`src/hdl/nbfo_mul.sv`:
```
// Iterative 64x64 unsigned multiplier built from four 32x32 partial products.
module nbfo_mul (
    input  logic         i_clk,
    input  logic         i_rst_n,
    input  logic         i_start,
    input  logic [63:0]  i_a,
    input  logic [63:0]  i_b,
    input  logic [127:0] i_rnd,
    output logic         o_done,
    output logic [127:0] o_prod
);
    localparam logic [2:0] LAST = 3'd4;

    logic         r_busy;
    logic         r_done;
    logic [2:0]   r_cnt;
    logic [63:0]  r_a;
    logic [63:0]  r_b;
    logic [63:0]  r_pp;
    logic [1:0]   r_off;
    logic [127:0] r_acc;
    logic [31:0]  w_pa;
    logic [31:0]  w_pb;
    logic [127:0] w_add;

    // Partial product order: lo*lo, lo*hi, hi*lo, hi*hi.
    always_comb begin
        w_pa  = r_cnt[1] ? r_a[63:32] : r_a[31:0];
        w_pb  = r_cnt[0] ? r_b[63:32] : r_b[31:0];
        w_add = {64'b0, r_pp} << {r_off, 5'b0};
    end

    always_ff @(posedge i_clk) begin
        if (!i_rst_n) begin
            r_busy <= 1'b0;
            r_done <= 1'b0;
            r_cnt  <= 3'd0;
        end else if (i_start) begin
            r_busy <= 1'b1;
            r_done <= 1'b0;
            r_cnt  <= 3'd0;
        end else begin
            r_done <= r_busy && (r_cnt == LAST);
            if (r_busy) begin
                r_cnt <= r_cnt + 3'd1;
                if (r_cnt == LAST) begin
                    r_busy <= 1'b0;
                end
            end
        end
    end

    always_ff @(posedge i_clk) begin
        if (i_start) begin
            r_a   <= i_a;
            r_b   <= i_b;
            r_acc <= i_rnd;
        end else if (r_busy) begin
            if (r_cnt != LAST) begin
                r_pp  <= w_pa * w_pb;
                r_off <= {1'b0, r_cnt[1]} + {1'b0, r_cnt[0]};
            end
            if (r_cnt != 3'd0) begin
                r_acc <= r_acc + w_add;
            end
        end
    end

    assign o_done = r_done;
    assign o_prod = r_acc;
endmodule

```
`config.mk`:
```
export PLATFORM = sky130hd
export DESIGN_NAME = nbfo_mul
export DESIGN_NICKNAME = d
export VERILOG_FILES = /design/src/hdl/nbfo_mul.sv
export SDC_FILE = /design/constraint.sdc
export NUM_CORES = 2
export LEC_CHECK = 0
export BUFFER_PORTS_ARGS = -buffer_cell sky130_fd_sc_hd__buf_4
export CAP_MARGIN = 40
export CORE_MARGIN = 2
export CORE_UTILIZATION = 55
export DETAILED_ROUTE_END_ITERATION = 8
export PLACE_DENSITY_LB_ADDON = 0.3
export SYNTH_ARGS = -nofsm -noshare
export SYNTH_HDL_FRONTEND = slang
export SYNTH_SLANG_ARGS = --single-unit
```
`constraint.sdc`:
```
create_clock -name i_clk -period 23.6 [get_ports i_clk]
set_clock_uncertainty 0.2 [all_clocks]
set_input_delay 1.18 -clock i_clk [delete_from_list [all_inputs] [get_ports i_clk]]
set_output_delay 1.18 -clock i_clk [all_outputs]
set_load 0.01 [all_outputs]
```
# After elaboration in Yosys (flattened, before gate mapping)
# Index checks and enable logic that the tools add are counted.
[op_classes]
addsub = 3
mul = 1
n_eq_ne = 2
shift = 1
mux = 8
n_bitwise = 2
reduce_logical = 7
[op_table]
columns = ["operator", "n"]
rows = [
  ["$mux W128", 3],
  ["$add A128 B128 Y128", 1],
  ["$shl A64 B7 Y128", 1],
  ["$mul A32 B32 Y64", 1],
  ["$mux W32", 2],
  ["$reduce_bool A2 Y1", 2],
  ["$add A3 B1 Y3 const B", 1],
  ["$eq A3 B3 Y1 const B", 1],
  ["$mux W1", 3],
  ["$ne A3 B3 Y1 const B", 1],
  ["$reduce_and A3 Y1", 1],
  ["$reduce_bool A3 Y1", 1],
  ["$add A1 B1 Y2", 1],
  ["$not A1 Y1", 2],
  ["$reduce_and A2 Y1", 1],
  ["$reduce_or A2 Y1", 1],
  ["$logic_and A1 B1 Y1", 1],
]
[word_totals]
regBits = 327
in_bits = 259
out_inout_bits = 129
elab_cells = 32

# Logic depth before layout (Yosys ltp)
[depth]
ltp_word = 5
depth_mapped = 34

# Least setup slack after synthesis
# OpenSTA, ideal clock, no wires.
[synth_timing]
path_kind = "register -> register"
from = "reg r_cnt[0]"
to = "reg r_pp[59] (data pin)"
setup_ps = 203
arrival_ps = 8362
required_ps = 23197
path_slack_ps = 14835
path_stages_with_launch = 34
cell_sequence = "dfxtp_1 clkbuf_1 clkbuf_1 buf_1 mux2i_1 clkbuf_1 nor2_1 fa_1 inv_1 fa_1 inv_1 fa_1 inv_1 fa_1 inv_1 fa_1 fa_1 fa_1 inv_1 fa_1 inv_1 ha_1 clkbuf_1 nand2_1 nor2_1 nand3_1 nor2_1 nand2_1 o221a_2 o21a_1 o2111ai_1 nand3_1 and4_1 a2111oi_1"
[synth_between]
elab_chain_cells = 2
[synth_lines]
columns = ["element", "line_no", "source"]
rows = [
  ["start, declared", "16", "logic [2:0] r_cnt;"],
  ["start signal, assigned", "45", "r_cnt <= r_cnt + 3'd1;"],
  ["$mux W32", "29", "w_pb = r_cnt[0] ? r_b[63:32] : r_b[31:0];"],
  ["$mul A32 B32 Y64", "60", "r_pp <= w_pa * w_pb;"],
  ["end signal, assigned", "60", ""],
  ["end, declared", "19", "logic [63:0] r_pp;"],
]
# No other way between the ends.
# A chain may end at the register's enable or synchronous reset.

# Final worst setup path
# Same ends and word-level chain as after synthesis.

==> out/results.ini <==
[detailed_routing]
avgViaCountPerCell = 6.073
wl_mm = 198.6
num_vias = 45557
ant_nets = 0
drt_iter0_drc = 4807
first_pass_iters = 8
wl_per_cell_um = 26.47
route.detailed.drc = 0

[logic_synthesis]
yosysUniqueCellTypes = 95
synthCells = 5974
syn-cell-area_um2 = 54310
syn_nets = 7522
ys.flop_type = edfxtp_1
yosysSeqAreaShare = 0.1799
syn_avg_cell_area_um2 = 9.090
ys_ff_latch = 327
ys_warn_count = 0
synth-edff-count = 322
async_flop_share = 0

[cells_and_area]
n_antenna_cell = 0
final_nets = 7734
area_delta_synth_final_pct = 10.66
drive_above_1_share = 0.1104
fillers = 8475

[clock_network]
path_clk_slew_ns = 0.06
cts.sinks = 327
h-tree-depth = 2
ctsHoldBuffers = 0
ctsLongestPathBuffers = 3
cts_tree = done
root_buffer = clkbuf_16
cts_buffers = 38
post-cts-setup-buffers = 0
clk-insertion-delay-late_ns = 0.65
cts_resized = 0

[floorplan]
fp-row-count = 115
fp.coreArea_um2 = 98130
die_h_um = 318.2
die_w_um = 318.2
io_pins = 388
die-area_um2 = 101300
initial_utilization = 0.5534

[setup_path]
cp-start-kind = register
path_max_fanout = 41
worstPathRequired_ns = 23.76
cp.arrival_ns = 10.39
end_kind = register
critPathKind = register to register

[global_routing]
grt_pass1_vias = 47564
grtUsageTotal = 0.3925
antenna_found_initial = 3
grt_pass1_wl_mm = 294.2
grt_start_max_net_pins = 145
gr-total-overflow = 0

[timing]
hold_slack_ns = 0.3492
fin_crit_sh = 0.4336
max_freq_mhz = 97.72
fin_ws_ns = 13.37
fin_crit_ns = 10.23
worst_pin_slew_ns = 0.9940
setup_viol = 0
rsz0062_at_grt = false
tns_ns = 0
slew_headroom = 0.3231
slew_viol_final = 0
hold_viol = 0

[outcome]
status = completed

[run]
drv_cap = 0

[placed_design]
gp_congestion = 1.025
hpwl_mm = 157.8
preCtsSetupSlack_ns = 13.53
io_buffers = 387

[min_path]
hp-class = register to register

[flip-flops by register name, indices dropped and copies added (netlist names)]
| signal | count |
|---|---|
| r_busy | 1 |
| o_done | 1 |
| o_prod | 128 |
| r_cnt | 3 |
| r_b | 64 |
| r_a | 64 |
| r_off | 2 |
| r_pp | 64 |
[metrics by stage]
stage / cells / cell area (µm²) / utilization
6_report: 7502 / 60090 / 0.6124
5_1_grt: 7502 / 60090 / 0.6124
4_1_cts: 7502 / 60090 / 0.6124
3_5_place_dp: 7433 / 58830 / 0.5995
3_3_place_gp: 7419 / 58510 / 0.5963
2_1_floorplan: 5974 / 54310 / -
[path summary, 6_finish.rpt]
kind | cells past startpoint | endpoint | startpoint | slack (ns)
setup / recovery | 27 | r_pp[59]$_DFFE_PP_ | r_cnt[0]$_SDFFE_PP0P_ | 13.37
hold / removal | 2 | o_done$_SDFF_PP0_ | r_cnt[2]$_SDFFE_PP0P_ | 0.35
setup reg to reg | 27 | r_pp[59]$_DFFE_PP_ | r_cnt[0]$_SDFFE_PP0P_ | 13.37
hold reg to reg | 2 | o_done$_SDFF_PP0_ | r_cnt[2]$_SDFFE_PP0P_ | 0.35
[logic make-up after synthesis]
kind of cell	share of synthesized area
AND/OR/NAND/NOR	0.1452
adder cells (fa/ha/maj)	0.4210
XOR/XNOR	0.02677
flip-flops	0.1799
multiplexers	0.03269
buffers and inverters	0.08753
AO/OA/AOI/OAI	0.1069
[cells in the mapped netlist (7+ instances only)]
cell	number	area (µm²)
nand2_1	741	2781
o211ai_1	11	82.58
a211oi_1	7	52.55
o21bai_1	55	412.9
xnor2_1	107	937.2
a31oi_1	23	143.9
inv_1	956	3588
ha_1	392	4905
nor2_1	743	2789
buf_2	19	95.09
o21a_1	28	210.2
nor2b_1	47	294.0
fa_1	897	17960
and2_1	43	269.0
xor2_1	59	516.8
o21ai_0	211	1056
a21boi_0	14	105.1
clkbuf_1	258	968.4
o21ai_1	44	220.2
o31ai_1	17	127.6
mux2_2	61	686.9
mux2i_1	102	1021
a22o_1	33	289.0
buf_1	20	75.07
nor4_1	13	81.33
a21oi_1	288	1441
a21o_1	93	698.2
nand2b_1	17	106.4
nand4_1	77	481.7
or3_1	12	75.07
nor3_1	41	205.2
edfxtp_1	322	9669
and4_1	12	105.1
and3_1	23	143.9
nand3_1	40	200.2
[cell usage in the layout (no fill, tap or decap), drive strengths merged, types with 33 or more instances in the layout]
cell type	count
a21o	93
a21oi	292
a22o	33
and2	44
buf	471
clkbuf	48
edfxtp	322
fa	897
ha	392
inv	958
mux2	67
mux2i	102
nand2	743
nand3	40
nand4	77
nor2	743
nor2b	47
nor3	44
o21ai	257
o21bai	55
xnor2	107
xor2	59
[worst max-delay path, cell delays in order (launching register included)]
cell and delay, ns:
dfxtp_4 0.62, buf_4 0.69, mux2i_4 0.94, nor2_1 0.17
fa_1 0.55, fa_1 0.55, inv_1 0.05, fa_1 0.56
fa_1 0.45, fa_1 0.54, inv_1 0.05, fa_1 0.45
fa_1 0.49, inv_1 0.05, fa_1 0.48, inv_1 0.06
ha_1 0.46, nand4_1 0.20, inv_1 0.09, a21oi_1 0.07
o31ai_1 0.21, a221oi_1 0.14, o221a_2 0.28, o21a_1 0.20
o2111ai_1 0.40, nand3_1 0.20, and4_1 0.24, a2111oi_1 0.52
[metal layers]
metal	vias to the layer above	global-route usage	wire length (µm)
li1	19631	-	-
met1	22363	0.4702	71570
met2	2782	0.6281	89660
met3	775	0.1033	21050
met4	6	0.2540	16270
met5	-	0.004255	62
[cell type report]
class | count | area, µm² | area share
clock buffers | 48 | 1010 | 0.01680
clock inverters | 21 | 254.0 | 0.004227
inverters | 957 | 3592 | 0.05978
multi-input cells | 4390 | 40080 | 0.6669
flip-flops and latches | 327 | 9777 | 0.1627
well taps | 1287 | 1610 | 0.02680
repair buffers | 472 | 3775 | 0.06282
Power is left out: the tool's default activity adds up to more than one toggle a clock period on the data nets, which glitch-free logic cannot reach.
