File: src/hdl/nbfo_div.sv
// Bit-serial restoring divider: 128-bit dividend by 64-bit divisor, one bit a cycle.
module nbfo_div (
    input  logic         i_clk,
    input  logic         i_rst_n,
    input  logic         i_start,
    input  logic [127:0] i_num,
    input  logic [63:0]  i_den,
    output logic         o_done,
    output logic [127:0] o_quo
);
    localparam logic [6:0] LAST = 7'd127;

    logic         r_busy;
    logic         r_done;
    logic [6:0]   r_cnt;
    logic [127:0] r_num;
    logic [127:0] r_quo;
    logic [63:0]  r_rem;
    logic [63:0]  r_den;
    logic [63:0]  w_shift;
    logic         w_ge;

    always_comb begin
        w_shift = {r_rem[62:0], r_num[127]};
        w_ge    = r_rem[63] || (w_shift >= r_den);
    end

    always_ff @(posedge i_clk) begin
        if (!i_rst_n) begin
            r_busy <= 1'b0;
            r_done <= 1'b0;
            r_cnt  <= 7'd0;
        end else if (i_start) begin
            r_busy <= 1'b1;
            r_done <= 1'b0;
            r_cnt  <= 7'd0;
        end else begin
            r_done <= r_busy && (r_cnt == LAST);
            if (r_busy) begin
                r_cnt <= r_cnt + 7'd1;
                if (r_cnt == LAST) begin
                    r_busy <= 1'b0;
                end
            end
        end
    end

    always_ff @(posedge i_clk) begin
        if (i_start) begin
            r_num <= i_num;
            r_den <= i_den;
            r_rem <= 64'd0;
            r_quo <= 128'd0;
        end else if (r_busy) begin
            r_num <= {r_num[126:0], 1'b0};
            r_rem <= w_ge ? (w_shift - r_den) : w_shift;
            r_quo <= {r_quo[126:0], w_ge};
        end
    end

    assign o_done = r_done;
    assign o_quo  = r_quo;
endmodule

File: config.mk
export PLATFORM = sky130hd
export DESIGN_NAME = nbfo_div
export DESIGN_NICKNAME = d
export VERILOG_FILES = /design/src/hdl/nbfo_div.sv
export SDC_FILE = /design/constraint.sdc
export NUM_CORES = 1
export LEC_CHECK = 0
export BUFFER_PORTS_ARGS = -buffer_cell sky130_fd_sc_hd__buf_2
export CAP_MARGIN = 20
export CORE_AREA = 5 5 189 191
export DETAILED_ROUTE_END_ITERATION = 7
export DIE_AREA = 0 0 194 196
export GPL_ROUTABILITY_DRIVEN = 1
export HOLD_SLACK_MARGIN = 0.02
export PLACE_DENSITY = 0.78
export SLEW_MARGIN = 20
export SYNTH_ARGS = -nofsm -noshare
export SYNTH_HDL_FRONTEND = slang
export SYNTH_SLANG_ARGS = --single-unit
export TNS_END_PERCENT = 1
File: constraint.sdc
create_clock -name i_clk -period 5.3 [get_ports i_clk]
set_input_delay 1.59 -clock i_clk [delete_from_list [all_inputs] [get_ports i_clk]]
set_output_delay 1.59 -clock i_clk [all_outputs]
set_load 0.005 [all_outputs]
* After elaboration in Yosys (flattened, before gate mapping) *
Cells that the tools add are included.

cells by class
  $add $sub $neg = 2
  multipliers = 0
  divide/modulo/power cells = 0
  magnitude comparators = 1
  eq/ne operators = 1
  shift operators = 0
  multiplexer cells = 6
  bitwise logic cells = 1
  reduce and logical (&&, ||, !) cells = 4

operators with widths
  kind                   count
  $mux W128              2
  $ge A64 B64 Y1         1
  $mux W64               1
  $sub A64 B64 Y64       1
  $add A7 B1 Y7 const B  1
  $eq A7 B7 Y1 const B   1
  $mux W1                3
  $reduce_bool A2 Y1     1
  $reduce_or A2 Y1       1
  $logic_and A1 B1 Y1    1
  $logic_or A1 B1 Y1     1
  $not A1 Y1             1

storage, ports and cells
  bits in registers = 393
  latch bits = 0
  bits in writable memories = 0
  ROM bits = 0
  bits of input ports = 195
  memories kept = 0

* Depth between registers and ports, before layout *
  word-level depth = 4
  gate-level depth with buffers = 16
  depth with buffers taken out = 14

* Worst setup path before layout *
No wires, ideal clock.

  path kind = in2reg
  start point = in i_start
  end point = reg r_num[0] (enable)
  setup time = 0.481 ns
  arrival = 4.458 ns
  data required time = 4.819 ns
  path slack = 0.362 ns
  stages on the path = 3
  cells stage by stage = clkbuf_1 > nor2_1 > inv_1

on the way
  longest elaborated chain between the ends = 1

ends and longest elaborated chain
  element                       line  source
  start, declared               5     input logic i_start,
  $reduce_bool A2 Y1 (no line)  n/a
  end signal, assigned          50    r_num <= i_num;
  end signal, assigned          55    r_num <= {r_num[126:0], 1'b0};
  end, declared                 16    logic [127:0] r_num;

No other way between the ends.
A chain may end at the register's enable or synchronous reset.

* Worst setup path after layout *
  start point = reg r_num[127]
  end point = reg r_rem[41]

on the way
  longest elaborated chain between the ends = 3
  elaborated cells on any way between the ends = 4
  classes of those cells = add/sub (1); order compare (1); mux (1); reduce/logical (1)

ends and longest elaborated chain
  element               line  source
  $ge A64 B64 Y1        25    w_ge = r_rem[63] || (w_shift >= r_den);
  $logic_or A1 B1 Y1    25
  $mux W64 *            56    r_rem <= w_ge ? (w_shift - r_den) : w_shift;
  end signal, assigned  56
  end, declared         18    logic [63:0] r_rem;

Every way passes the cells marked *; elsewhere a longest branch is shown, timed or not.

==> metrics.cfg <==
[run_status]
status=finished, final reports clean

[finish]
final_nets=2333
drive_gt1_share_pct=26.2
finish.instance_area_mm2=0.0224
ff_latch_area_mm2=0.00979
multi_input_area_mm2=0.00851
syn_to_final_growth_pct=17.6
fillerInstances=2601

[cts]
holdBufCountCts=0
clk_pin_slew_ns=0.06
cts_setup_buffers=0
clockBufferDepth=3
cts_made_buffers=42
htree_levels=2
cts_tree=done
clkLatencyLatePin_ns=0.57
cts-root-buf=clkbuf_16
numClockSinks=393
postCtsResizedCells=0

[placed_design]
dpl.hpwl_mm=32.3
dpl_cell_area_mm2=0.0209
place_congestion=0.918
portBuffers=323

[sta]
hold_viol_final=0
setup_viol=0
skew_ns=0.0212
rsz0062_at_grt=false
post-route-min-period_ns=4.02
max_freq_ghz=0.249
slew_violations=0
period_share_pct=75.8
worstMarginPinSlew_ns=1.05
max-slew-margin-rel_pct=30.1
tns_ns=0

[global_routing]
grt_max_degree=171
antenna_found_initial=22
grt_pass1_wl_mm=72.1
grt-ovfl-total=0
grt_pass1_vias=14200
grtUsageTotal_pct=22.8

[power_and_ir_drop]
switchingPower_w=0.00206
pwr-share-seq_pct=45.7
combPwrFrac_pct=16.8
ir_worst_vdd_mv=0.255
p_per_area_mw_per_mm2=343
internal_power_w=0.00562
clkPwrFrac_pct=37.4
switching_share_pct=26.8
power_leakage_nw=9.46

[hold_path]
hold_path_class=reg -> reg
whs_path_depth=2
hp-start=r_rem[20]
min_to=r_rem[20]

[synth]
synth_warnings=0
synth_edf_count=192
avgSynthCellArea_um2=10.6
ys_seq_area_share_pct=51.5
syn_nets=2052
synthArstFlopShare_pct=0
synth_cell_type_count=73
synth_top_cell_area_share_pct=30.3
syn_area_mm2=0.0190
post-synth-top-count-cell=nor2_1
ys.flop_type=dfxtp_1
synthCells=1791
ys_top_cells_by_count=274 x nor2_1, 201 x dfxtp_1, 192 x edfxtp_1, 143 x mux2i_1, 142 x a21oi_1
synth_area_leaders=edfxtp_1 30%, dfxtp_1 21%, mux2_2 7.6%
synth_top_cell_by_area=edfxtp_1
synth-seq-cells=393

[worst_setup_path]
critPathKind=reg -> reg
slowest_delay_ns=0.72
critical_path.endpoint_type=register
crit_family=compound AO/OA/AOI/OAI gates
cp.required_ns=5.78
reg2reg_depth=14
cp-start-kind=register
critPathBufInv=2
r2r_end=r_rem[41]
r2r-start=r_num[127]
crit_path_cell_trace=inv_1 -> ha_1 -> fa_1 -> nand2b_1 -> a21oi_1 -> o21ai_1 -> nand2_1 -> a21boi_1 -> o311ai_1 -> a41oi_4 -> buf_4 -> a21oi_1 -> mux2_2 -> a211oi_2
arrival_ns=4.49
crit_top_cell=a21oi_1
slowest_stage=a41oi_4
regToRegSetupSlack_ns=1.28
critPathMaxFanout=35

[drt]
antenna_left=0
drc_errors=0
vias=14300
drtIter0Drc=968
via_per_inst=5.58
routed_wl_mm=45.3
avgRoutedWirePerCell_um=17.6
first_pass_iters=6

[floorplanning]
start_util_pct=56.0
die_area_mm2=0.0380
die_h_um=196
top_level_ports=324
fp.coreArea_mm2=0.0339
die_w_um=194
rows=68

[run]
cap_violations=0

-- flip-flops by register name, summed over array words and instances, names as in the netlist --
register  count
r_rem        64
o_done        1
r_num       128
r_den        64
o_quo       128
r_busy        1
r_cnt         7
-- power by group through the flow --
stage | clock [W] | combinational, W | sequential [W]
3_5_place_dp | 0 | 0.00127 | 0.00357
2_1_floorplan | 0 | 0.000996 | 0.00353
6_report | 0.00287 | 0.00129 | 0.00351
4_1_cts | 0.00295 | 0.00128 | 0.00351
3_3_place_gp | 0 | 0.00124 | 0.00356
5_1_grt | 0.00307 | 0.00144 | 0.00353
-- per-layer routing --
| layer | vias to the layer above | global-route usage (%) | routed length (µm) |
|---|---|---|---|
| met5 | - | 0 | 151 |
| met4 | 26 | 7.47 | 1260 |
| met3 | 113 | 8.33 | 4030 |
| met2 | 480 | 38.8 | 22100 |
| met1 | 6722 | 26.9 | 17800 |
| li1 | 6996 | - | - |
-- logic make-up after synthesis --
family / Yosys count / synth area share (%)
XOR/XNOR: 59 / 2.72
buffers and inverters: 181 / 3.75
adder cells (fa/ha/maj): 66 / 4.39
multiplexers: 273 / 15.2
AO/OA/AOI/OAI: 347 / 11.6
AND/OR/NAND/NOR: 472 / 10.8
flip-flops: 393 / 51.5
-- worst min-delay path, delay by kind of cell, from the launching register on --
| kind | cells | cell delay (ns) |
|---|---|---|
| AO/OA/AOI/OAI | 1 | 0.05 |
| flip-flops | 1 | 0.32 |
| AND/OR/NAND/NOR | 1 | 0.08 |
-- cell type report --
type | count | area share (%)
tap | 455 | 2.55
clock inverter | 20 | 0.772
clock buffer | 57 | 5.41
inverter | 85 | 1.44
timing repair buffer | 333 | 7.84
multi-input combinational | 1217 | 38.1
sequential | 393 | 43.8
antenna | 9 | 0.101
-- layout by cell type, fill, tap and decap left out, types with 7 or more instances in the layout --
| cell type | n |
|---|---|
| nand3_1 | 15 |
| edfxtp_1 | 192 |
| nor2b_1 | 11 |
| diode_2 | 9 |
| o21bai_1 | 11 |
| a21oi_1 | 142 |
| o21ai_0 | 51 |
| dfxtp_1 | 200 |
| ha_1 | 65 |
| nor2_1 | 274 |
| nor4_1 | 7 |
| mux2_2 | 129 |
| and3_1 | 9 |
| nand2_1 | 81 |
| inv_1 | 84 |
| buf_2 | 322 |
| a211oi_1 | 50 |
| clkbuf_16 | 43 |
| nand2b_1 | 9 |
| a21o_1 | 18 |
| o21a_1 | 10 |
| nor3_1 | 17 |
| clkinv_2 | 12 |
| clkbuf_8 | 8 |
| mux2i_1 | 143 |
| nand4_1 | 27 |
| xnor2_1 | 30 |
| xor2_1 | 29 |
-- per-stage QoR --
step	setup slack, ns	utilization [%]	hold slack (ns)	total power (W)	instances
finish	1.28	65.8	0.506	0.00768	2569
global placement	1.48	61.7	0.464	0.00481	2483
CTS	1.32	65.8	0.505	0.00774	2560
floorplan	0.362	-	0.454	0.00453	1791
global route	0.976	65.8	0.526	0.00803	2568
detailed placement	1.34	61.7	0.493	0.00485	2483
-- worst max-delay path by stage --
stage                    start   endpoint  cells past startpoint
floorplan              i_start   r_num[0]                      3
global placement    r_num[127]  r_rem[41]                     14
detailed placement  r_num[127]  r_rem[41]                     14
CTS                 r_num[127]  r_rem[41]                     14
global route        r_num[127]  r_rem[41]                     14
finish              r_num[127]  r_rem[41]                     14
(Power assumes the default switching activity.)
