<file path="config.mk">
export PLATFORM = sky130hd
export DESIGN_NAME = nbfo_cordic
export DESIGN_NICKNAME = d
export VERILOG_FILES = /design/src/hdl/nbfo_pkg.sv /design/src/hdl/nbfo_cordic.sv
export SDC_FILE = /design/constraint.sdc
export NUM_CORES = 1
export LEC_CHECK = 0
export BUFFER_PORTS_ARGS = -buffer_cell sky130_fd_sc_hd__buf_2
export CAP_MARGIN = 40
export CORE_MARGIN = 4
export CORE_UTILIZATION = 40
export CTS_CLUSTER_SIZE = 28
export DETAILED_ROUTE_END_ITERATION = 8
export PLACE_DENSITY = 0.57
export SLEW_MARGIN = 5
export SYNTH_ARGS = -nofsm -noshare
export SYNTH_HDL_FRONTEND = slang
export SYNTH_SLANG_ARGS = --single-unit
</file>
<file path="constraint.sdc">
create_clock -name i_clk -period 7.95 [get_ports i_clk]
set_clock_uncertainty 0.2 [all_clocks]
set_input_delay 1.1925 -clock i_clk [delete_from_list [all_inputs] [get_ports i_clk]]
set_output_delay 1.1925 -clock i_clk [all_outputs]
set_load 0.1 [all_outputs]
</file>
<file path="src/hdl/nbfo_pkg.sv">
// Shared types, constants, microcode and arctangent table of the Newmark-beta oscillator.
package nbfo_pkg;

    localparam int CFG_IDX_W = 3;
    localparam logic [CFG_IDX_W-1:0] CFG_MASS  = 3'd0;
    localparam logic [CFG_IDX_W-1:0] CFG_STIFF = 3'd1;
    localparam logic [CFG_IDX_W-1:0] CFG_DAMP  = 3'd2;
    localparam logic [CFG_IDX_W-1:0] CFG_DT    = 3'd3;
    localparam logic [CFG_IDX_W-1:0] CFG_FOFF  = 3'd4;
    localparam logic [CFG_IDX_W-1:0] CFG_FAMP  = 3'd5;
    localparam logic [CFG_IDX_W-1:0] CFG_FREQ  = 3'd6;

    localparam logic signed [63:0] SAT64_MAX = 64'sh7FFF_FFFF_FFFF_FFFF;
    localparam logic signed [64:0] SAT65_MAX = 65'sh0_7FFF_FFFF_FFFF_FFFF;
    localparam logic signed [64:0] SAT65_MIN = -SAT65_MAX;
    localparam logic [63:0] INV_TWO_PI_Q32 = 64'd683565276;

    localparam int CORDIC_STEPS = 20;
    localparam int CORDIC_W     = 34;
    localparam int CORDIC_IDX_W = 5;
    localparam logic signed [CORDIC_W-1:0] CORDIC_START_Q30 = 34'sd652032874;

    localparam int PC_W = 6;
    localparam logic [PC_W-1:0] PC_LOAD = 6'd0;
    localparam logic [PC_W-1:0] PC_TICK = 6'd8;

    typedef enum logic [2:0] {
        OP_MUL, OP_PHASE, OP_SIN, OP_ADD, OP_SUB, OP_DIV, OP_END
    } t_op;

    localparam int NUM_SRC = 25;
    typedef enum logic [4:0] {
        S_T, S_U, S_X, S_V, S_DEN, S_NUM, S_DT2, S_FRC,
        S_MASS, S_STIFF, S_DAMP, S_DT, S_FOFF, S_FAMP, S_FREQ,
        S_XP, S_VP, S_AP,
        S_ONE, S_UNIT, S_INV, S_OMB, S_OMG, S_GAM, S_BET
    } t_src;

    typedef enum logic [2:0] {
        SH_0, SH_F, SH_16, SH_30, SH_F16, SH_2F
    } t_shf;

    typedef enum logic [3:0] {
        D_NONE, D_T, D_U, D_X, D_V, D_DEN, D_NUM, D_DT2, D_FRC, D_ACC, D_DISP, D_VEL
    } t_dst;

    typedef enum logic [1:0] {
        ST_IDLE, ST_ISSUE, ST_WAIT, ST_DONE
    } t_state;

    typedef struct packed {
        t_op  op;
        t_src sa;
        t_src sb;
        t_shf sh;
        t_dst dst;
    } t_uop;

    // Microcode: the load sequence starts at PC_LOAD, the timestep at PC_TICK.
    function automatic t_uop f_uop(input logic [PC_W-1:0] pc);
        case (pc)
            6'd0:  return '{OP_MUL,   S_FOFF,  S_ONE,  SH_0,   D_U};
            6'd1:  return '{OP_MUL,   S_STIFF, S_XP,   SH_0,   D_T};
            6'd2:  return '{OP_SUB,   S_U,     S_T,    SH_0,   D_NUM};
            6'd3:  return '{OP_MUL,   S_DAMP,  S_VP,   SH_0,   D_T};
            6'd4:  return '{OP_SUB,   S_NUM,   S_T,    SH_0,   D_NUM};
            6'd5:  return '{OP_DIV,   S_NUM,   S_MASS, SH_0,   D_ACC};
            6'd8:  return '{OP_MUL,   S_FREQ,  S_DT,   SH_0,   D_T};
            6'd9:  return '{OP_PHASE, S_T,     S_INV,  SH_2F,  D_NONE};
            6'd10: return '{OP_SIN,   S_T,     S_T,    SH_0,   D_U};
            6'd11: return '{OP_MUL,   S_FAMP,  S_U,    SH_30,  D_T};
            6'd12: return '{OP_ADD,   S_FOFF,  S_T,    SH_0,   D_FRC};
            6'd13: return '{OP_MUL,   S_DT,    S_DT,   SH_0,   D_DT2};
            6'd14: return '{OP_MUL,   S_AP,    S_OMB,  SH_0,   D_T};
            6'd15: return '{OP_MUL,   S_DT2,   S_T,    SH_F16, D_T};
            6'd16: return '{OP_MUL,   S_XP,    S_ONE,  SH_0,   D_U};
            6'd17: return '{OP_MUL,   S_DT,    S_VP,   SH_0,   D_X};
            6'd18: return '{OP_ADD,   S_X,     S_U,    SH_0,   D_X};
            6'd19: return '{OP_ADD,   S_X,     S_T,    SH_0,   D_X};
            6'd20: return '{OP_MUL,   S_AP,    S_OMG,  SH_0,   D_T};
            6'd21: return '{OP_MUL,   S_DT,    S_T,    SH_16,  D_T};
            6'd22: return '{OP_MUL,   S_VP,    S_ONE,  SH_0,   D_U};
            6'd23: return '{OP_ADD,   S_U,     S_T,    SH_0,   D_V};
            6'd24: return '{OP_MUL,   S_DAMP,  S_GAM,  SH_0,   D_T};
            6'd25: return '{OP_MUL,   S_DT,    S_T,    SH_16,  D_T};
            6'd26: return '{OP_MUL,   S_MASS,  S_ONE,  SH_0,   D_DEN};
            6'd27: return '{OP_ADD,   S_DEN,   S_T,    SH_0,   D_DEN};
            6'd28: return '{OP_MUL,   S_STIFF, S_BET,  SH_0,   D_T};
            6'd29: return '{OP_MUL,   S_DT2,   S_T,    SH_F16, D_T};
            6'd30: return '{OP_ADD,   S_DEN,   S_T,    SH_0,   D_DEN};
            6'd31: return '{OP_MUL,   S_FRC,   S_ONE,  SH_0,   D_NUM};
            6'd32: return '{OP_MUL,   S_STIFF, S_X,    SH_F,   D_T};
            6'd33: return '{OP_SUB,   S_NUM,   S_T,    SH_0,   D_NUM};
            6'd34: return '{OP_MUL,   S_DAMP,  S_V,    SH_F,   D_T};
            6'd35: return '{OP_SUB,   S_NUM,   S_T,    SH_0,   D_NUM};
            6'd36: return '{OP_DIV,   S_NUM,   S_DEN,  SH_F,   D_ACC};
            6'd37: return '{OP_MUL,   S_AP,    S_BET,  SH_0,   D_T};
            6'd38: return '{OP_MUL,   S_DT2,   S_T,    SH_F16, D_T};
            6'd39: return '{OP_ADD,   S_X,     S_T,    SH_0,   D_U};
            6'd40: return '{OP_MUL,   S_U,     S_UNIT, SH_F,   D_DISP};
            6'd41: return '{OP_MUL,   S_AP,    S_GAM,  SH_0,   D_T};
            6'd42: return '{OP_MUL,   S_DT,    S_T,    SH_16,  D_T};
            6'd43: return '{OP_ADD,   S_V,     S_T,    SH_0,   D_U};
            6'd44: return '{OP_MUL,   S_U,     S_UNIT, SH_F,   D_VEL};
            default: return '{OP_END, S_T,     S_T,    SH_0,   D_NONE};
        endcase
    endfunction

    // Arctangent of 2^-i in units of 2^-32 turn.
    function automatic logic [31:0] f_atan(input logic [CORDIC_IDX_W-1:0] i);
        case (i)
            5'd0:  return 32'h2000_0000;
            5'd1:  return 32'h12E4_051E;
            5'd2:  return 32'h09FB_385B;
            5'd3:  return 32'h0511_11D4;
            5'd4:  return 32'h028B_0D43;
            5'd5:  return 32'h0145_D7E1;
            5'd6:  return 32'h00A2_F61E;
            5'd7:  return 32'h0051_7C55;
            5'd8:  return 32'h0028_BE53;
            5'd9:  return 32'h0014_5F2F;
            5'd10: return 32'h000A_2F98;
            5'd11: return 32'h0005_17CC;
            5'd12: return 32'h0002_8BE6;
            5'd13: return 32'h0001_45F3;
            5'd14: return 32'h0000_A2FA;
            5'd15: return 32'h0000_517D;
            5'd16: return 32'h0000_28BE;
            5'd17: return 32'h0000_145F;
            5'd18: return 32'h0000_0A30;
            5'd19: return 32'h0000_0518;
            default: return 32'h0000_0000;
        endcase
    endfunction

endpackage

</file>
<file path="src/hdl/nbfo_cordic.sv">
// Iterative rotation-mode CORDIC that returns the sine of a 32-bit phase in Q30.
module nbfo_cordic import nbfo_pkg::*; (
    input  logic                       i_clk,
    input  logic                       i_rst_n,
    input  logic                       i_start,
    input  logic [31:0]                i_phase,
    output logic                       o_done,
    output logic signed [CORDIC_W-1:0] o_sin
);
    localparam logic [CORDIC_IDX_W-1:0] LAST = CORDIC_IDX_W'(CORDIC_STEPS - 1);
    localparam logic signed [CORDIC_W-1:0] QUARTER = 34'sd1 <<< 30;
    localparam logic signed [CORDIC_W-1:0] HALF    = 34'sd1 <<< 31;

    logic                       r_busy;
    logic                       r_done;
    logic [CORDIC_IDX_W-1:0]    r_i;
    logic signed [CORDIC_W-1:0] r_x;
    logic signed [CORDIC_W-1:0] r_y;
    logic signed [CORDIC_W-1:0] r_z;
    logic signed [CORDIC_W-1:0] w_z0;
    logic signed [CORDIC_W-1:0] w_zf;
    logic signed [CORDIC_W-1:0] w_dx;
    logic signed [CORDIC_W-1:0] w_dy;
    logic signed [CORDIC_W-1:0] w_at;

    // Fold the phase into the right half plane, where the rotation converges.
    always_comb begin
        w_z0 = {{(CORDIC_W-32){i_phase[31]}}, i_phase};
        if (w_z0 > QUARTER) begin
            w_zf = HALF - w_z0;
        end else if (w_z0 < -QUARTER) begin
            w_zf = -HALF - w_z0;
        end else begin
            w_zf = w_z0;
        end
        w_dx = r_y >>> r_i;
        w_dy = r_x >>> r_i;
        w_at = {{(CORDIC_W-32){1'b0}}, f_atan(r_i)};
    end

    always_ff @(posedge i_clk) begin
        if (!i_rst_n) begin
            r_busy <= 1'b0;
            r_done <= 1'b0;
            r_i    <= '0;
        end else if (i_start) begin
            r_busy <= 1'b1;
            r_done <= 1'b0;
            r_i    <= '0;
        end else begin
            r_done <= r_busy && (r_i == LAST);
            if (r_busy) begin
                r_i <= r_i + 1'b1;
                if (r_i == LAST) begin
                    r_busy <= 1'b0;
                end
            end
        end
    end

    always_ff @(posedge i_clk) begin
        if (i_start) begin
            r_x <= CORDIC_START_Q30;
            r_y <= '0;
            r_z <= w_zf;
        end else if (r_busy) begin
            if (!r_z[CORDIC_W-1]) begin
                r_x <= r_x - w_dx;
                r_y <= r_y + w_dy;
                r_z <= r_z - w_at;
            end else begin
                r_x <= r_x + w_dx;
                r_y <= r_y - w_dy;
                r_z <= r_z + w_at;
            end
        end
    end

    assign o_done = r_done;
    assign o_sin  = r_y;
endmodule

</file>
**Word-level counts from Yosys, hierarchy flattened**

Memories as Yosys holds them, arrays and structs flattened. A register that Yosys moved wholly into a read port is not among the register bits.
Cells that the tools add are included.

- Memories kept: 1
- Register bits after elaboration: 109
- ROM bits: 960
- Output and inout port bits: 35
- Bits of input ports: 35
- Logic and storage cells: 37

Memory list:

| name | depth | width | rd ports | clocked after memory_dff | wr ports | RTL line | RTL |
|---|---|---|---|---|---|---|---|
| (name not given) | 32 | 30 | 1 | 1 | 0 | nbfo_pkg.sv:111 | `case (i)` |

- Order comparisons: 2
- Bitwise gates (word level): 1
- Eq/ne operators: 1
- Multiplexer cells: 12
- Shifts and indexed selects: 2
- Reduce and logical (&&, ||, !) cells: 3
- $add $sub $neg: 9

Operators by type and width:

| kind | count |
|---|---|
| $mux W34 | 7 |
| $add A34 B34 Y34 | 2 |
| $sshr A34 B5 Y34 | 2 |
| $sub A34 B34 Y34 | 2 |
| $add A34 B33 Y34 | 1 |
| $sub A33 B32 Y34 const A | 1 |
| $sub A34 B33 Y34 | 1 |
| $sub A32 B32 Y33 const A | 1 |
| $gt A32 B32 Y1 const B | 1 |
| $lt A32 B31 Y1 const B | 1 |
| $mux W5 | 2 |
| $add A5 B1 Y5 const B | 1 |
| $eq A5 B5 Y1 const B | 1 |
| $mux W1 | 3 |
| $reduce_bool A2 Y1 | 1 |
| $reduce_or A2 Y1 | 1 |
| $logic_and A1 B1 Y1 | 1 |
| $not A1 Y1 | 1 |

**Logic depth before layout (Yosys ltp)**

- Depth in word-level cells: 4
- Depth in mapped cells: 28
- Depth with buffers taken out: 22

**Worst setup path after synthesis**

No wires, ideal clock.

- Path kind: register to register
- Start point: register r_i[1]
- End point: register r_y[33] (netlist: o_sin[33])
- Clock period less this slack: 5.614 ns
- Cell stages (with the launch flop): 24
- Arrival: 5.290 ns
- Setup slack: 2.336 ns
- Data required time: 7.627 ns
- Buffers on the path: 2
- Setup time: 0.123 ns
- Cell sequence: dfxtp_1 > buf_6 > buf_8 > mux4_2 > mux2_2 > a22o_1 > a311oi_2 > ha_1 > nand4_1 > nor2b_1 > a21oi_1 > xnor2_1 > ha_1 > a21o_1 > a2111oi_0 > a221o_1 > a21oi_1 > o211ai_1 > o21ai_0 > a221o_1 > o221a_2 > a21o_1 > a21oi_1 > mux2_1

- Word-level cells in the longest chain between the ends: 3
- Elaborated cells between the ends (all ways): 4
- Those cells by class: add/sub (2); shift (1); mux (1)

Ends and longest elaborated chain:

| item | RTL line | RTL |
|---|---|---|
| from (decl) | nbfo_cordic.sv:16 | `logic [CORDIC_IDX_W-1:0] r_i;` |
| from (signal assigned) | nbfo_cordic.sv:53 | `r_i <= r_i + 1'b1;` |
| $sshr A34 B5 Y34 (*) | nbfo_cordic.sv:37 | `w_dy = r_x >>> r_i;` |
| $add A34 B34 Y34 or $sub A34 B34 Y34 (tied branches) | nbfo_cordic.sv:69, nbfo_cordic.sv:73 |  |
| $mux W34 (*) | nbfo_cordic.sv:67 | `if (!r_z[CORDIC_W-1]) begin` |
| to (signal assigned) | nbfo_cordic.sv:69 | `r_y <= r_y + w_dy;` |
| to (signal assigned) | nbfo_cordic.sv:73 | `r_y <= r_y - w_dy;` |
| to (decl) | nbfo_cordic.sv:18 | `logic signed [CORDIC_W-1:0] r_y;` |

Mark *: on every way between the ends. The rest lies on a longest branch, timed or not.
A chain may end at the register's enable or synchronous reset.

**Worst setup path in the final report**

- Start point: register r_i[0]
- End point: register r_x[33]

- Word-level cells in the longest chain between the ends: 3
- Elaborated cells between the ends (all ways): 4
- Those cells by class: add/sub (2); shift (1); mux (1)

Ends and longest elaborated chain:

| item | RTL line | RTL |
|---|---|---|
| $sshr A34 B5 Y34 (*) | nbfo_cordic.sv:36 | `w_dx = r_y >>> r_i;` |
| $sub A34 B34 Y34 or $add A34 B34 Y34 (tied branches) | nbfo_cordic.sv:68, nbfo_cordic.sv:72 |  |
| $mux W34 (*) | nbfo_cordic.sv:67 |  |
| to (signal assigned) | nbfo_cordic.sv:68 | `r_x <= r_x - w_dx;` |
| to (signal assigned) | nbfo_cordic.sv:72 | `r_x <= r_x + w_dx;` |
| to (decl) | nbfo_cordic.sv:17 | `logic signed [CORDIC_W-1:0] r_x;` |

Marks and branches as above.

==> results.yml <==
drt:
  drt-pass1-iter-count: 6
  postRouteWirelength_um: 69600
  detail_route.iter0.violations: 2218
  vias_per_cell: 6.35
  drc_errors: 0
  drt-wirelength-per-cell_um: 24.8
  via_count: 17851
  drtAntennaViolNets: 0
yosys:
  syn_area_per_cell_um2: 8.23
  syn-num-nets: 2353
  post-synth-top-area-fraction_pct: 11.6
  ys_warn_count: 0
  synth_async_sr_flop_share_pct: 0
  synth_sequential_area_ratio_pct: 17.2
  synth_enable_flop_cells: 34
  post_synth_cell_types: 105
  synth_area_um2: 18100
  postSynthRegisterBits: 139
  post_synth_main_area_contributors: "dfxtp_1 (12%), mux4_2 (7.8%), ha_1 (7.7%), edfxtp_1 (5.6%), a21oi_1 (5.6%)"
  dominantRegCellSynth: "dfxtp_1"
  syn_inst: 2204
  synth_top_area_cell: "dfxtp_1"
finish:
  nFillCells: 4529
  insertedDiodeCount: 0
  layout.cells.most_common_list: "nor2_1 (225), a21oi_1 (202), nand2_1 (179)"
  multiInputGateArea_um2: 14200
  syn_to_layout_area_delta_pct: 7.85
  drive_gt1_share_pct: 12.8
  fin_nets: 2354
  leading_cell_type_in_the_layout_fill_and_taps_excluded: "nor2_1"
  seq_area_um2: 3140
run:
  drv.max_cap_violation_count: 0
floorplan:
  initial_utilization_pct: 40.8
  die_area_um2: 48800
  rows: 77
  die_h_um: 221
  die_x_um: 221
  io-pin-count: 70
  core_um2: 44500
place:
  gp_congestion: 1.03
  dpl.hpwl_um: 52200
  placement.io_buffers: 69
power:
  total_leakage_power_uw: 0.00803
  max-vdd-ir-drop_mv: 0.325
  pwr_density_cell_nw_per_um2: 438
critical_path:
  timing.critical_path.cells: "buf_4, nor2b_1, a22oi_1, and4_1, or2_0, a2111oi_0, a31oi_1, xnor2_1, ha_1, a2111oi_0, o21ai_0, a41oi_1, nor4_1, nor2_1, a21oi_1, a221oi_1, o21ai_0, xnor2_1, a211oi_1, a31o_1"
  worst_path_largest_cell_delay_ps: 870
  setup_crit_start_kind: "flop"
  cp_max_fo: 51
  cpLargestDelayFamily: "compound AO/OA/AOI/OAI gates"
  timing.critical_path.slowest_stage_cell: "dfxtp_4"
  criticalPathCategory: "reg -> reg"
  worst_ep_arrival_time_ps: 7360
  timing.reg2reg.setup_slack_ps: 770
  setup.worst_path.end_class: "flop"
  worst-endpoint-required_ps: 8130
  crit_buf_inv: 1
sta:
  rsz_0062_raised_after_global_routing: "no"
  timing.slew.headroom_pct: 27.4
  timing_max_transition_violations_final: 0
  timing.final.crit_period_ps: 7180
  hold_slack_ps: 320
  setup-tns-final_ps: 0
  fin_crit_sh_pct: 90.3
  setup-violations-final: 0
  timing_hold_violations_final: 0
  clock.fmax_mhz: 139
  worst_slew_pin_slew_ps: 1090
clocking:
  clock_path_buffers: 2
  ctsResizeCount: 0
  insertion_delay_ps: 500
  postCtsSetupRepairBufs: 0
  clk_pin_slew_worst_paths_ps: 70
  maximum_level_of_the_cts_h_tree: 4
  cts_hold_fix_bufs: 0
  clock_tree.root_cell: "clkbuf_16"
  tritoncts: "done"
  cts_sinks: 139
  cts_made_buffers: 17
global_route:
  grt_start_max_net_pins: 96
  grt_antenna_before_repair: 2
  grtUsageMet1_pct: 38.5
  met3_track_usage_gr_pct: 6.89
  via_count_of_the_first_global_routing_pass: 16704
  grt_pass1_wl_um: 105000
  busiest_layer: "met2"
  grt_util_all_layers_pct: 27.4
  gr-usage-met2_pct: 39.9
  global_route_congestion_overflow_total: 0
worst_hold_path:
  min_path_type: "reg -> reg"
status:
  run_status: "finished, final reports clean"
## layer usage
| metal | up-vias | wire, um | share of wire, % |
|---|---|---|---|
| met5 | - | 46 | 0.066 |
| met4 | 2 | 3070 | 4.4 |
| met3 | 159 | 6130 | 8.8 |
| met2 | 871 | 29100 | 42 |
| met1 | 8497 | 31200 | 45 |
| li1 | 8322 | - | - |
## report_power, final
part	leakage, uW	internal [uW]	switching [uW]
Combinational	0.00653	2570	3720
Clock	0.000292	483	373
Sequential	0.00120	962	455
Total	0.00803	4020	4550
## registers in the layout, summed over array words and instances (netlist names)
register  flops
o_done        1
o_sin        34
r_busy        1
r_i           5
r_x          34
r_z          34
w_at         30
## Yosys cell counts (8+ instances only)
cell type  count
nor2_1       225
a21oi_1      202
nand2_1      179
o21ai_0      115
ha_1         111
dfxtp_1      105
xor2_1       105
xnor2_1      103
mux2i_1       98
mux4_2        63
a21o_1        56
clkbuf_1      55
nand3_1       47
inv_1         44
buf_2         35
edfxtp_1      34
a31oi_1       33
mux2_2        33
nor3_1        33
nor2b_1       31
and3_1        29
a211oi_1      21
and2_1        20
nand2b_1      20
o21a_1        19
buf_1         17
o22ai_1       17
o31ai_1       17
a22oi_1       16
o211ai_1      16
a211o_1       15
or3_1         14
nor4_1        13
or4_1         13
nand4_1       11
a221oi_1      10
o21bai_1      10
or2_2          9
a22o_1         8
a41oi_1        8
o221ai_1       8
## worst paths after layout
path | endpoint | cells past startpoint | from
setup / recovery | r_x[33]$_SDFFE_PP0P_ | 20 | r_i[0]$_SDFFE_PP0P_
hold reg to reg | o_sin[0]$_SDFFE_PP0P_ | 2 | o_sin[0]$_SDFFE_PP0P_
hold / removal | o_sin[0]$_SDFFE_PP0P_ | 2 | o_sin[0]$_SDFFE_PP0P_
setup reg to reg | r_x[33]$_SDFFE_PP0P_ | 20 | r_i[0]$_SDFFE_PP0P_
## final cells by class
class,instances,area share [%]
Timing Repair Buffer,107,3.67
Sequential cell,139,16.1
Inverter,49,0.940
Clock inverter,12,0.691
Multi-Input combinational cell,1891,72.5
Tap cell,592,3.79
Clock buffer,20,2.34
## worst min-delay path, delay by kind of cell, from the launching register on
family | cells | cell delay [ps]
AOI/OAI and AO/OA | 1 | 50
DFF | 1 | 340
and+or+nand+nor | 1 | 90
## stage by stage
stage	total power [uW]	worst slack, ps	instance area, um2	utilization, %	std cells
floorplan	6170	2340	18100	-	2204
global placement	7570	717	18900	42.4	2774
detailed placement	7590	1000	19000	42.6	2778
CTS	8510	971	19600	44.0	2810
global route	9240	416	19600	44.0	2810
finish	8570	768	19600	44.0	2810
## cells by family (layout without fill, tap and decap cells)
kind of cell               after synthesis  in the layout  synth area share, %
muxes                                  211            211                 17.0
buffers and inverters                  174            188                 4.65
DFF                                    139            139                 17.2
and+or+nand+nor                        689            689                 18.6
adders and majority gates              114            114                 7.99
AOI/OAI and AO/OA                      669            669                 24.6
xor gates and xnor gates               208            208                 10.0
Power figures use the tool's default switching activity.
